### src/rtl/info_frame_receiver_destuff_check_top_macros.svh
// Assertion macros shared by the receiver RTL.
`ifndef INFO_FRAME_RECEIVER_DESTUFF_CHECK_TOP_MACROS_SVH
`define INFO_FRAME_RECEIVER_DESTUFF_CHECK_TOP_MACROS_SVH

// Same-cycle implication, sampled on the rising edge and silent during reset.
`define IFR_ASSERT_NOW(label, ante, cons, msg) \
  label: assert property (@(posedge clk) disable iff (rst) (ante) |-> (cons)) \
    else $error(msg);

// Next-cycle implication, sampled on the rising edge and silent during reset.
`define IFR_ASSERT_NEXT(label, ante, cons, msg) \
  label: assert property (@(posedge clk) disable iff (rst) (ante) |=> (cons)) \
    else $error(msg);

`endif

### src/rtl/ifrdc_pkg.sv
package ifrdc_pkg;

  localparam int unsigned MAX_FRAME = 4096;
  localparam logic [11:0] RAW_CAP   = 12'(MAX_FRAME - 1);

  localparam logic [7:0] FLAG_BYTE = 8'h7E;
  localparam logic [7:0] ESC_BYTE  = 8'h7D;
  localparam logic [7:0] ESC_XOR   = 8'h20;

  typedef enum logic [1:0] {
    KIND_BYTE   = 2'd0,
    KIND_ACCEPT = 2'd1,
    KIND_REJECT = 2'd2
  } kind_t;

  typedef enum logic [1:0] {
    REG_LINK_ADDRESS = 2'd0,
    REG_CTRL_SEQ0    = 2'd1,
    REG_CTRL_SEQ1    = 2'd2,
    REG_MAX_RAW_LEN  = 2'd3
  } reg_index_t;

  typedef enum logic [4:0] {
    PH_HUNT = 5'b00001,
    PH_FLAG = 5'b00010,
    PH_ADDR = 5'b00100,
    PH_CTRL = 5'b01000,
    PH_DATA = 5'b10000
  } phase_t;

  typedef struct packed {
    kind_t       kind;
    logic [7:0]  data;
    logic [11:0] len;
    logic        seq;
  } result_t;

endpackage

### src/rtl/info_frame_receiver_destuff_check_top.sv
// Byte-stuffed information-frame receiver. Each input word carries one raw byte from the
// serial line (req_type 0) or a timeout abort (req_type 1). The block hunts for the flag
// 0x7E, checks the address, the control byte that matches the expected sequence bit and
// the header check byte (address XOR control), and then destuffs the body: 0x7D escapes
// the next byte, which is XORed with 0x20. Each destuffed byte leaves as a payload word
// one byte late, so that the last body byte is held back as the body check byte. At the
// closing flag a single accept or reject word gives the payload length and the sequence
// bit for the reply; an accept toggles the expected sequence bit. Empty frames and a
// closing flag straight after an escape are rejected, a body that would run past the raw
// length limit is dropped silently, and a timeout or a header mismatch returns to hunting
// with no output, but a flag in place of a header byte opens a new frame. The block takes
// one byte per clock cycle while input stall is low: the whole decision for a byte is made
// in a single pass of logic from the frame state registers into the output register, or
// into the skid register while that register waits, so this two-entry output stage can
// take a byte while an earlier result waits; input stall rises only when both are full.
// Configuration writes are always ready and should be made only while the block is idle.
module info_frame_receiver_destuff_check_top (
  input  logic                clk,
  input  logic                rst,
  input  logic                in_valid,
  output logic                in_stall,
  input  logic                req_type,
  input  logic [7:0]          rx_byte,
  output logic                out_valid,
  input  logic                out_stall,
  output ifrdc_pkg::kind_t    result_kind,
  output logic [7:0]          payload_byte,
  output logic [11:0]         payload_len,
  output logic                reply_seq,
  input  logic                cfg_valid,
  output logic                cfg_ready,
  input  logic [1:0]          cfg_index,
  input  logic [11:0]         cfg_data
);
  import ifrdc_pkg::*;

  // Configuration registers.
  logic [7:0]  link_address;
  logic [7:0]  ctrl_seq0;
  logic [7:0]  ctrl_seq1;
  logic [11:0] max_raw_len;

  // Frame state.
  phase_t      phase, phase_next;
  logic        expected_seq, expected_seq_next;
  logic        escape_pending, escape_pending_next;
  logic [7:0]  held_byte, held_byte_next;
  logic        held_valid, held_valid_next;
  logic [7:0]  parity_acc, parity_acc_next;
  logic [11:0] raw_count, raw_count_next;
  logic [11:0] payload_count, payload_count_next;

  // Output stage.
  result_t     out_word;
  result_t     skid_word;
  logic        skid_valid;

  logic        in_fire;
  logic        out_fire;
  logic        res_valid;
  result_t     res;
  logic [7:0]  ctrl_expected;
  logic [11:0] raw_limit;
  logic [7:0]  body_byte;
  logic        frame_ok;

  assign cfg_ready = 1'b1;
  assign in_stall  = skid_valid;
  assign in_fire   = in_valid && !in_stall;
  assign out_fire  = out_valid && !out_stall;

  assign result_kind  = out_word.kind;
  assign payload_byte = out_word.data;
  assign payload_len  = out_word.len;
  assign reply_seq    = out_word.seq;

  assign ctrl_expected = expected_seq ? ctrl_seq1 : ctrl_seq0;
  assign raw_limit     = (max_raw_len < RAW_CAP) ? max_raw_len : RAW_CAP;
  // An escaped byte is restored here; a byte that is itself the escape is not pushed.
  assign body_byte     = escape_pending ? (rx_byte ^ ESC_XOR) : rx_byte;
  assign frame_ok      = held_valid && !escape_pending && (parity_acc == held_byte);

  always_ff @(posedge clk) begin
    if (rst) begin
      link_address <= 8'd3;
      ctrl_seq0    <= 8'h00;
      ctrl_seq1    <= 8'h40;
      max_raw_len  <= 12'd4095;
    end else if (cfg_valid && cfg_ready) begin
      case (reg_index_t'(cfg_index))
        REG_LINK_ADDRESS: link_address <= cfg_data[7:0];
        REG_CTRL_SEQ0:    ctrl_seq0    <= cfg_data[7:0];
        REG_CTRL_SEQ1:    ctrl_seq1    <= cfg_data[7:0];
        REG_MAX_RAW_LEN:  max_raw_len  <= cfg_data;
        default: begin
        end
      endcase
    end
  end

  // Single-pass decision for one accepted byte.
  always_comb begin
    phase_next          = phase;
    expected_seq_next   = expected_seq;
    escape_pending_next = escape_pending;
    held_byte_next      = held_byte;
    held_valid_next     = held_valid;
    parity_acc_next     = parity_acc;
    raw_count_next      = raw_count;
    payload_count_next  = payload_count;
    res_valid           = 1'b0;
    res                 = '{kind: KIND_BYTE, data: 8'd0, len: 12'd0, seq: 1'b0};

    // A timeout drops the frame at once and returns to hunting.
    if (req_type) begin
      phase_next          = PH_HUNT;
      raw_count_next      = 12'd0;
      escape_pending_next = 1'b0;
      held_byte_next      = 8'd0;
      held_valid_next     = 1'b0;
      parity_acc_next     = 8'd0;
      payload_count_next  = 12'd0;
    end else begin
      case (phase)
        PH_HUNT: begin
          if (rx_byte == FLAG_BYTE) begin
            phase_next     = PH_FLAG;
            raw_count_next = 12'd1;
          end
        end
        PH_FLAG: begin
          if (rx_byte == link_address) begin
            phase_next     = PH_ADDR;
            raw_count_next = 12'd2;
          end else if (rx_byte == FLAG_BYTE) begin
            raw_count_next = 12'd1;
          end else begin
            phase_next     = PH_HUNT;
            raw_count_next = 12'd0;
          end
        end
        PH_ADDR: begin
          if (rx_byte == ctrl_expected) begin
            phase_next     = PH_CTRL;
            raw_count_next = 12'd3;
          end else if (rx_byte == FLAG_BYTE) begin
            phase_next     = PH_FLAG;
            raw_count_next = 12'd1;
          end else begin
            phase_next     = PH_HUNT;
            raw_count_next = 12'd0;
          end
        end
        PH_CTRL: begin
          if (rx_byte == (link_address ^ ctrl_expected)) begin
            phase_next          = PH_DATA;
            raw_count_next      = 12'd4;
            escape_pending_next = 1'b0;
            held_byte_next      = 8'd0;
            held_valid_next     = 1'b0;
            parity_acc_next     = 8'd0;
            payload_count_next  = 12'd0;
          end else if (rx_byte == FLAG_BYTE) begin
            phase_next     = PH_FLAG;
            raw_count_next = 12'd1;
          end else begin
            phase_next     = PH_HUNT;
            raw_count_next = 12'd0;
          end
        end
        PH_DATA: begin
          if (rx_byte == FLAG_BYTE || raw_count >= raw_limit) begin
            // Closing flag or overlong frame: the frame ends either way.
            phase_next          = PH_HUNT;
            raw_count_next      = 12'd0;
            escape_pending_next = 1'b0;
            held_byte_next      = 8'd0;
            held_valid_next     = 1'b0;
            parity_acc_next     = 8'd0;
            payload_count_next  = 12'd0;
            if (rx_byte == FLAG_BYTE) begin
              expected_seq_next = expected_seq ^ frame_ok;
              res_valid         = 1'b1;
              res.kind          = frame_ok ? KIND_ACCEPT : KIND_REJECT;
              res.len           = payload_count;
              res.seq           = expected_seq ^ frame_ok;
            end
          end else begin
            raw_count_next = raw_count + 12'd1;
            if (!escape_pending && rx_byte == ESC_BYTE) begin
              escape_pending_next = 1'b1;
            end else begin
              escape_pending_next = 1'b0;
              held_byte_next      = body_byte;
              held_valid_next     = 1'b1;
              if (held_valid) begin
                parity_acc_next    = parity_acc ^ held_byte;
                payload_count_next = payload_count + 12'd1;
                res_valid          = 1'b1;
                res.data           = held_byte;
              end
            end
          end
        end
        default: begin
          phase_next          = PH_HUNT;
          raw_count_next      = 12'd0;
          escape_pending_next = 1'b0;
          held_byte_next      = 8'd0;
          held_valid_next     = 1'b0;
          parity_acc_next     = 8'd0;
          payload_count_next  = 12'd0;
        end
      endcase
    end
  end

  always_ff @(posedge clk) begin
    if (rst) begin
      phase          <= PH_HUNT;
      expected_seq   <= 1'b0;
      escape_pending <= 1'b0;
      held_byte      <= 8'd0;
      held_valid     <= 1'b0;
      parity_acc     <= 8'd0;
      raw_count      <= 12'd0;
      payload_count  <= 12'd0;
    end else if (in_fire) begin
      phase          <= phase_next;
      expected_seq   <= expected_seq_next;
      escape_pending <= escape_pending_next;
      held_byte      <= held_byte_next;
      held_valid     <= held_valid_next;
      parity_acc     <= parity_acc_next;
      raw_count      <= raw_count_next;
      payload_count  <= payload_count_next;
    end
  end

  // Output register with a skid entry behind it. A new result goes to the output register
  // when that register is empty or being drained, and to the skid entry otherwise. The skid
  // entry moves forward as soon as the output register drains.
  always_ff @(posedge clk) begin
    if (rst) begin
      out_valid  <= 1'b0;
      skid_valid <= 1'b0;
    end else begin
      if (skid_valid) begin
        if (out_fire) begin
          skid_valid <= 1'b0;
        end
      end else if (in_fire && res_valid) begin
        if (out_valid && out_stall) begin
          skid_valid <= 1'b1;
        end else begin
          out_valid <= 1'b1;
        end
      end else if (out_fire) begin
        out_valid <= 1'b0;
      end
    end
  end

  always_ff @(posedge clk) begin
    if (skid_valid) begin
      if (out_fire) begin
        out_word <= skid_word;
      end
    end else if (in_fire && res_valid) begin
      if (out_valid && out_stall) begin
        skid_word <= res;
      end else begin
        out_word <= res;
      end
    end
  end

`include "info_frame_receiver_destuff_check_top_macros.svh"

  `IFR_ASSERT_NOW(a_skid_behind_out, skid_valid, out_valid,
                  "skid entry full with output empty")
  `IFR_ASSERT_NEXT(a_result_to_skid,
                   in_fire && res_valid && out_valid && out_stall && !skid_valid,
                   skid_valid, "result lost while output stalled")
  `IFR_ASSERT_NOW(a_body_clear_outside, phase != PH_DATA,
                  !held_valid && payload_count == 12'd0 && !escape_pending,
                  "body state left over outside a frame")
  `IFR_ASSERT_NEXT(a_seq_only_on_accept,
                   !(in_fire && res_valid && res.kind == KIND_ACCEPT),
                   $stable(expected_seq), "sequence bit changed without an accept")

endmodule
### config.mk
export PLATFORM = sky130hd
export DESIGN_NAME = info_frame_receiver_destuff_check_top
export DESIGN_NICKNAME = d
export VERILOG_FILES = /design/src/rtl/ifrdc_pkg.sv /design/src/rtl/info_frame_receiver_destuff_check_top.sv
export VERILOG_INCLUDE_DIRS = /design/src /design/src/rtl
export SDC_FILE = /design/constraint.sdc
export NUM_CORES = 1
export LEC_CHECK = 0
export BUFFER_PORTS_ARGS = -buffer_cell sky130_fd_sc_hd__buf_4
export CELL_PAD_IN_SITES_DETAIL_PLACEMENT = 1
export CELL_PAD_IN_SITES_GLOBAL_PLACEMENT = 1
export CORE_MARGIN = 2
export CORE_UTILIZATION = 40
export CTS_CLUSTER_SIZE = 25
export DETAILED_ROUTE_END_ITERATION = 12
export MAX_ROUTING_LAYER = met4
export PLACE_DENSITY_LB_ADDON = 0.1
export SLEW_MARGIN = 20
export SYNTH_ARGS = -nofsm -noshare
export SYNTH_HDL_FRONTEND = slang
export SYNTH_SLANG_ARGS = --single-unit
### constraint.sdc
create_clock -name clk -period 6.1 [get_ports clk]
set_clock_uncertainty 0.1 [all_clocks]
set_input_delay 0.305 -clock clk [delete_from_list [all_inputs] [get_ports clk]]
set_output_delay 0.305 -clock clk [all_outputs]
set_load 0.01 [all_outputs]
==> summary.txt <==
Synth
  – Yosys reg bits: 132
  – Ys Warns: 0
  – Post-Synthesis Cells: 676
  – Synth Area in Simple Gates: between 15 and 20%
  – XOR/XNOR Fraction of Synth Area: between 7 and 8%
  – Synthesized area per cell: between 9 and 10 um2
  – Post-synthesis sequential area ratio: 47.7%
  – Syn Std Cell Area: ~0.0065 mm2
  – Compound-Gate Fraction of Synth Area: approximately 11%
  – Syn Nets: about 720
  – Post-synth EDFFs: 46
  – Post-synthesis mux area share: just over 8%
  – Async SR Flop Fraction: 0%
  – Post-Synth Adder-Cell Area: approximately 2.7%
  – Synth Flop Type: dfxtp_1
  – Netlist cell types: 59
  – Largest family of logic cells by synthesized area: simple AND/OR/NAND/NOR gates

CTS
  – Root Driver: clkbuf_16
  – CTS tree: done
  – CTS HTree Levels: 4
  – Total CTS buffers: 17
  – Total setup buffers inserted after CTS: 0
  – Clock Sinks: around 130
  – Max clock buf depth: 2
  – Clock Latency Late Sink: about 420 ps
  – Clk slew on worst S/H paths: 60 ps

Timing
  – Relative slew slack: a little under two fifths
  – RSZ-0062 raised after global routing: false
  – Hold WS: 12.0 ps
  – Worst-Margin Slew: around 940 ps
  – Period Utilization, post-route: between 60% and 70%
  – Final Hold Fails: 0
  – Max Freq: approximately 0.27 GHz
  – Final Max Tran Viols: 0
  – # setup viols final: 0
  – Min cycle time layout: about 3700 ps
  – Setup WS post-layout: ~2400 ps
  – TNS Setup: 0 ps

Floorplan
  – Die area: about 0.017 mm2
  – Die Span Y: 131 um
  – Num rows: 46
  – Initial cell density of the core: around 41%
  – Die Wd: approximately 130 um
  – I/O pin total: 54
  – Core Footprint: between 0.015 and 0.02 mm2

Cells and area
  – Final core occ: roughly 48%
  – Most frequent cells in the layout: dfxtp_1, nor2_1, nand2_1
  – Layout cell share with drive strength beyond 1: between 15 and 20%
  – Area delta synth->final: 18.3%
  – Fillers: 1788
  – Design Area, Final: about 0.0077 mm2
  – Most common cell after layout, fill and taps aside: dfxtp_1
  – Final net count: approximately 760
  – Antenna diodes: 0

Power and ir drop
  – Pwr dens: 277 mW/mm2
  – Leakage: about 3 nW
  – Peak supply drop: 0.000196 V

Job
  – Max-cap viol count: 0

Worst setup path
  – Critical Path Max Stage Delay: a little over 1000 ps
  – CP endpoint kind: register
  – WP data required: ~6400 ps
  – CP arrival: 3980 ps
  – Worst path cell trace: inv_1 -> ha_1 -> nor3b_1 -> nor2_1 -> o31ai_1 -> nand3_1 -> nor3_2 -> nand3b_1 -> a21oi_1
  – FF-to-FF Start: raw_count[0]
  – CP top delay family: simple AND/OR/NAND/NOR gates
  – Cells on worst reg2reg path: 9
  – CP Class: register to register
  – CP max-delay cell: nor3_2
  – Crit path max fanout: 23
  – R2R Setup Slk: around 2400 ps
  – Critical R2R Capture: parity_acc[6]
  – Crit start category: register
  – WP buf/inv: 1

Min path
  – WHS Endpoint: max_raw_len[10]
  – Hold path startpoint: cfg_data[10]
  – Worst hold path class: primary input to register
  – Hold Path Stages: 3

GRT
  – Vias in the first global route: around 5500
  – Total grt overflow: 0
  – Initial antenna violation count: 0
  – First-pass GRT wire length: 27800 um
  – Total global-route track usage: 20.5%
  – Pin count of the biggest net entering global routing: 56

Route
  – Drc violations: 0
  – Final WL: about 16000 um
  – Vias: approximately 5100
  – Post-route ant nets: 0
  – 1st-pass router iterations: 4
  – DR WL/cell: between 15 and 20 um
  – Vias per cell: approximately 5.4
  – DR iter-0 viols: 158

Placement
  – Hpwl dp: 11600 um
  – I/O Buffers: 52
  – Placer Congestion: ~0.82
  – Setup WS pre-CTS: 2340 ps
  – Placed Area: between 0.007 and 0.008 mm2

Run status
  – Status: finished, final reports clean
==> power by group <==
group / leakage [nW] / internal [W] / switching (W) / total [W]
sequential: 1.11 / 0.000915 / 0.00000767 / 0.000923
combinational: 1.57 / 0.0000487 / 0.0000707 / 0.000119
clock: 0.301 / 0.000694 / 0.000395 / 0.00109
==> final cells by class <==
class | instances | area [um2] | area share [%]
Clock buffer | 19 | 443 | 5.76
Clock inverter | 13 | 180 | 2.34
Inverter | 25 | 93.8 | 1.22
Multi-Input combinational cell | 479 | 3150 | 41.0
Sequential cell | 132 | 3100 | 40.3
Tap cell | 216 | 270 | 3.51
Timing Repair Buffer | 59 | 450 | 5.86
==> per-stage QoR <==
step	std cells	power, W
floorplan	676	0.00102
global placement	908	0.00106
detailed placement	908	0.00106
CTS	943	0.00215
global route	943	0.00220
finish	943	0.00213
==> cell families after synthesis <==
family | Yosys count
compound gates | 122
other cells | 1
xor+xnor | 50
fa+ha+maj | 14
flops | 132
buf+inv | 65
mux | 50
simple gates | 242
==> worst max path at each step <==
stage,from,end,cells after the start
final,raw_count[0],parity_acc[6],9
after global routing,raw_count[0],parity_acc[6],9
after CTS,raw_count[0],parity_acc[6],9
after detailed placement,raw_count[0],parity_acc[6],9
after global placement,raw_count[0],parity_acc[4],9
after floorplan,raw_count[0],payload_byte[0],8
==> synth_stat cells, types with 2 or more instances <==
library cell	instances	share of area, %
a21oi_1	46	3.5
a22oi_1	5	0.58
a31oi_1	2	0.19
and2_1	14	1.3
and3_1	14	1.3
buf_1	4	0.23
buf_2	7	0.54
clkbuf_1	27	1.6
dfxtp_1	86	26
edfxtp_1	46	21
ha_1	14	2.7
inv_1	25	1.4
mux2_2	20	3.5
mux2i_1	30	4.6
nand2_1	58	3.3
nand2b_1	11	1.1
nand3_1	18	1.4
nand3b_1	13	1.5
nand4_1	9	0.87
nor2_1	72	4.2
nor3_1	9	0.69
nor3b_1	2	0.23
nor4_1	3	0.29
nor4_2	2	0.38
o211ai_1	19	2.2
o21a_1	2	0.23
o21ai_0	26	2.0
o21ai_1	2	0.15
o22ai_1	2	0.19
o31ai_1	4	0.46
or2_2	6	0.58
or4_1	5	0.58
xnor2_1	27	3.6
xnor3_1	2	0.69
xor2_1	20	2.7
==> flip-flops by register name, indices dropped and copies added (netlist names), 2 cells and up <==
signal,count
phase,5
link_address,8
raw_count,12
payload_len,12
skid_word,23
ctrl_seq0,8
payload_count,12
payload_byte,8
max_raw_len,12
ctrl_seq1,8
parity_acc,8
result_kind,2
held_byte,8
==> worst reg2reg max path: stages (launching register included) <==
cell and delay (ps):
dfxtp_1 420, inv_1 70, ha_1 290, nor3b_1 200, nor2_1 70, o31ai_1 390, nand3_1 750, nor3_2 1020
nand3b_1 150, a21oi_1 180
==> metal layers <==
metal / wire (um) / GRT usage (%) / vias to the layer above
met5: 0 / - / -
met4: 391 / 8.09 / 0
met3: 442 / 3.70 / 21
met2: 8560 / 35.9 / 73
met1: 7080 / 23.4 / 2520
li1: - / - / 2456
==> what timing repair did <==
action	in CTS	in global routing
endpoints found under the hold margin	3	0
gates resized for setup	0	0
hold buffers	3	0
(Power assumes the default switching activity.)
